### src/sv/sact_pkg.sv
`default_nettype none
// ----------------------------------------------------------------------------
// sact_pkg: shared types and constants for the cache tag/replacement unit
// Request and response beat layouts, configuration register indexes and
// default sizes for the set-associative tag store.
// ----------------------------------------------------------------------------
package sact_pkg;

    // Fixed field widths
    localparam int unsigned ADDR_W     = 48;
    localparam int unsigned WAY_OUT_W  = 3;
    localparam int unsigned CNT_W      = 32;
    localparam int unsigned CFG_IDX_W  = 8;
    localparam int unsigned CFG_DATA_W = 4;
    // Width of the raw set value (set_bits can select up to 15 bits)
    localparam int unsigned SET_VAL_W  = 15;
    // Width of an effective way count (4-bit register plus one)
    localparam int unsigned EFF_W      = CFG_DATA_W + 1;

    // Default sizes
    localparam int unsigned DEF_MAX_WAYS  = 8;
    localparam int unsigned DEF_MAX_SETS  = 256;
    localparam int unsigned DEF_ADDR_BITS = 48;

    // Configuration register indexes
    localparam logic [CFG_IDX_W-1:0] CFG_POLICY      = 8'd0;
    localparam logic [CFG_IDX_W-1:0] CFG_SET_BITS    = 8'd1;
    localparam logic [CFG_IDX_W-1:0] CFG_OFFSET_BITS = 8'd2;
    localparam logic [CFG_IDX_W-1:0] CFG_WAYS_USED   = 8'd3;

    // Replacement policy codes
    localparam logic POLICY_FIFO = 1'b0;
    localparam logic POLICY_LRU  = 1'b1;

    // Request kind codes
    localparam logic REQ_READ  = 1'b0;
    localparam logic REQ_WRITE = 1'b1;

    typedef struct packed {
        logic              req_type;
        logic [ADDR_W-1:0] address;
    } req_t;

    typedef struct packed {
        logic                 hit;
        logic [WAY_OUT_W-1:0] way;
        logic [CNT_W-1:0]     mem_reads;
        logic [CNT_W-1:0]     mem_writes;
        logic [CNT_W-1:0]     hit_total;
        logic [CNT_W-1:0]     miss_total;
    } rsp_t;

endpackage
`default_nettype wire

### src/sv/sact_order.sv
`default_nettype none
// ----------------------------------------------------------------------------
// sact_order: age list update for one set
// Picks the victim (oldest way in use) on a miss and moves the selected way
// to the newest end of the set's order list.
// ----------------------------------------------------------------------------
module sact_order
    import sact_pkg::*;
#(
    parameter int unsigned MAX_WAYS = DEF_MAX_WAYS,
    parameter int unsigned WAY_W    = 3
)
(
    input  wire logic [MAX_WAYS-1:0][WAY_W-1:0] order_in,
    input  wire logic [EFF_W-1:0]               ways_eff,
    input  wire logic                           miss,
    input  wire logic [WAY_W-1:0]               hit_way,
    input  wire logic                           move,
    output logic      [WAY_W-1:0]               sel_way,
    output logic      [MAX_WAYS-1:0][WAY_W-1:0] order_out
);

    logic             vic_found;
    logic [WAY_W-1:0] victim;
    logic             pos_found;
    logic [WAY_W-1:0] pos;

    // Victim: first entry of the list, oldest first, that is a way in use
    always_comb
    begin
        vic_found = 1'b0;
        victim    = '0;
        for (int p = 0; p < MAX_WAYS; p++)
        begin
            if (!vic_found && (EFF_W'(order_in[p]) < ways_eff))
            begin
                victim    = order_in[p];
                vic_found = 1'b1;
            end
        end
    end

    assign sel_way = miss ? victim : hit_way;

    // Position of the selected way in the list
    always_comb
    begin
        pos_found = 1'b0;
        pos       = '0;
        for (int p = 0; p < MAX_WAYS; p++)
        begin
            if (!pos_found && (order_in[p] == sel_way))
            begin
                pos       = WAY_W'(p);
                pos_found = 1'b1;
            end
        end
    end

    // Close the gap and append the selected way at the newest end
    always_comb
    begin
        for (int q = 0; q < MAX_WAYS; q++)
        begin
            if (!move || (WAY_W'(q) < pos))
                order_out[q] = order_in[q];
            else if (q < MAX_WAYS - 1)
                order_out[q] = order_in[(q + 1) % MAX_WAYS];
            else
                order_out[q] = sel_way;
        end
    end

endmodule
`default_nettype wire

### config.mk
export PLATFORM = sky130hd
export DESIGN_NAME = sact_order
export DESIGN_NICKNAME = d
export VERILOG_FILES = /design/src/sv/sact_pkg.sv /design/src/sv/sact_order.sv
export SDC_FILE = /design/constraint.sdc
export NUM_CORES = 1
export LEC_CHECK = 0
export ABC_AREA = 1
export BUFFER_PORTS_ARGS = -buffer_cell sky130_fd_sc_hd__buf_4
export CAP_MARGIN = 10
export CORE_ASPECT_RATIO = 1.75
export CORE_UTILIZATION = 54
export DETAILED_ROUTE_END_ITERATION = 10
export PLACE_DENSITY = 0.85
export SLEW_MARGIN = 20
export SYNTH_ARGS = -nofsm -noshare
export SYNTH_HDL_FRONTEND = slang
export SYNTH_SLANG_ARGS = --single-unit
### constraint.sdc
create_clock -name vclk -period 4.8
set_input_delay 0.72 -clock vclk [all_inputs]
set_output_delay 0.72 -clock vclk [all_outputs]
set_load 0.02 [all_outputs]
==> results_dict.tcl <==
set metrics [dict create \
    outcome "finished clean" \
    grt_pass1_wl_um 9584 \
    multi_input_area_um2 1744 \
    gp_congestion 0.9821 \
    ctsHoldBuffers 0 \
    power_density_nw_per_um2 154.2 \
    grt_usage_pct 34.64 \
    dieArea_um2 3626 \
    drt_iter0_drc 129 \
    worst-path-max-fanout 10 \
    syn_nets 393 \
    drtAntennaViolNets 0 \
    netlist_instances 343 \
    fin_area_um2 2547 \
    path_class "in -> out" \
    core.rowCount 27 \
    hp-class "in -> out" \
    avgSynthCellArea_um2 5.322 \
    p_leak_nw 1.465 \
    n_antenna_cell 0 \
    dieHeight_um 78.92 \
    fillCellCount 263 \
    viasPerCell 5.470 \
    critPathTopFamily "buffers and inverters" \
    drt_wl_total_um 6495 \
    initial_core_util_pct 57.49 \
    path_depth 24 \
    post_drt_wl_per_cell_um 14.27 \
    critPathMaxStageDelay_ns 0.29 \
    path_cells "buf_4 > clkinvlp_4 > buf_4 > buf_4 > ha_1 > a21oi_2 > inv_1 > nand4_1 > nor2_1 > nor2_1 > nand2_4 > buf_4 > nand3_1 > nand2_1 > nand3_2 > nand2_2 > inv_2 > nand2_1 > a31oi_4 > nor2_8 > nand2_4 > nand2_1 > o21ai_1 > buf_4" \
    fin_nets 464 \
    synth.distinct_cells 31 \
    min_period_over_period_pct 96.76 \
    critPathCaptureType "output pin" \
    fin_crit_ns 4.644 \
    core-area_um2 3176 \
    drc 0 \
    crit_path_start_kind "input port" \
    maxCapViolations 0 \
    antenna_found_initial 0 \
    finalHoldViolCount 0 \
    seq_area_frac_synth_pct 0 \
    vias 2489 \
    yosys_warnings 0 \
    dpl_cell_area_um2 2325 \
    slowest_stage "ha_1" \
    peakVddDrop_v 0.0001082 \
    critPathArrivalTime_ns 3.92 \
    min_from "order_in[0]" \
    crit_path_frequent_cell "buf_4" \
    crit_start "ways_eff[2]" \
    finish.utilization_pct 80.22 \
    portBuffers 61 \
    critical_path.endpoint "order_out[3]" \
    crit_buf_inv 8 \
    worstMarginPinSlew_ns 0.3370 \
    final-setup-viol-count 0 \
    dp_hpwl_um 5118 \
    grt_max_degree 11 \
    overflow 0 \
    nFlopsAndLatches 0 \
    required_ns 4.08 \
    first_global_vias 2239 \
    drive_above_1_share_pct 32.77 \
    clkbuf_count 0 \
    die_w_um 45.95 \
    syn-cell-area_um2 1826 \
    ioPinCount 61 \
    maxSlewHeadroom_pct 77.34 \
    drv_slew 0 \
    syn_to_final_growth_pct 39.55 \
    first_pass_iters 4 \
    seq_area_um2 0 \
    clock.fmax_mhz 215.3 \
]
==> through the flow <==
stage	setup WS [ns]	instances	hold WS (ns)	power, mW	setup TNS, ns
finish	0.1556	455	1.786	0.3929	0
global route	-0.06442	455	1.808	0.4264	-0.5437
CTS	0.1631	444	1.786	0.3583	0
detailed placement	0.1651	444	1.785	0.3571	0
global placement	0.2197	444	1.780	0.3525	0
floorplan	0.7423	343	1.609	0.2304	0
==> power breakdown <==
| group | leakage (nW) | switching [mW] | internal, mW |
|---|---|---|---|
| Sequential | 0 | 0 | 0 |
| Combinational | 1.46 | 0.244 | 0.149 |
| Clock | 0 | 0 | 0 |
| Total | 1.46 | 0.244 | 0.149 |
==> synth_stat cells, types with 3 or more instances <==
cell type	instances	share of area, %
nand2_1	125	26
nand3_1	50	14
inv_1	45	9.3
ha_1	16	11
nor2_1	14	2.9
o21ai_1	14	3.8
nand4_1	13	4.5
nand2_4	11	6.8
o21ai_0	10	2.7
inv_2	9	1.9
nor2_2	7	2.4
nand2_2	4	1.4
nor2_8	3	3.3
or2_2	3	1.0
==> routing by layer <==
metal / share of wire, % / vias to the layer above / track usage (%) / wire length (um)
li1: - / 1252 / - / -
met1: 37 / 1095 / 34.66 / 2387
met2: 53 / 114 / 67.61 / 3461
met3: 5.3 / 28 / 1.818 / 344
met4: 4.6 / 0 / 13.82 / 301
met5: 0 / - / 0 / 0
==> worst min-delay path: stages <==
cell	delay [ns]
buf_4	0.11
nand2_1	0.05
nand2_1	0.05
buf_4	0.13
==> how the worst min path moves through the flow <==
stage,end,depth (start not counted),slack [ns]
global placement,order_out[6],4,1.78
CTS,order_out[0],4,1.79
floorplan,order_out[12],2,1.61
global route,order_out[3],4,1.81
finish,order_out[0],4,1.79
detailed placement,order_out[0],4,1.79
==> layout make-up <==
type | instances | area share, %
timing repair buffer | 71 | 21.07
multi-input combinational | 286 | 68.47
inverter | 55 | 8.350
tap | 43 | 2.112
==> cells in the final DEF (no fill, tap or decap), types with 4 or more instances in the layout <==
cell type,count
nand2_1,125
buf_4,70
nand3_1,46
inv_1,43
o21ai_1,14
nand4_1,13
ha_1,13
nor2_2,12
inv_2,10
o21ai_0,10
nand2_4,9
nor2_1,8
nand3_2,5
nand2_2,4
==> repair_timing <==
| item | in CTS | in global routing |
|---|---|---|
| setup endpoints to repair | 0 | 18 |
| gates resized for setup | 0 | 25 |
| setup buffers | 0 | 10 |
==> cells by family (layout without fill, tap and decap cells) <==
logic type,count (synthesis),in the layout,synth area share (%)
xor gates and xnor gates,3,3,1.440
buffers and inverters,58,126,12.13
and+or+nand+nor,236,237,65.25
adders and majority gates,16,16,10.97
AOI/OAI and AO/OA,30,30,10.21
No activity file was read; power rests on OpenSTA's default activity.
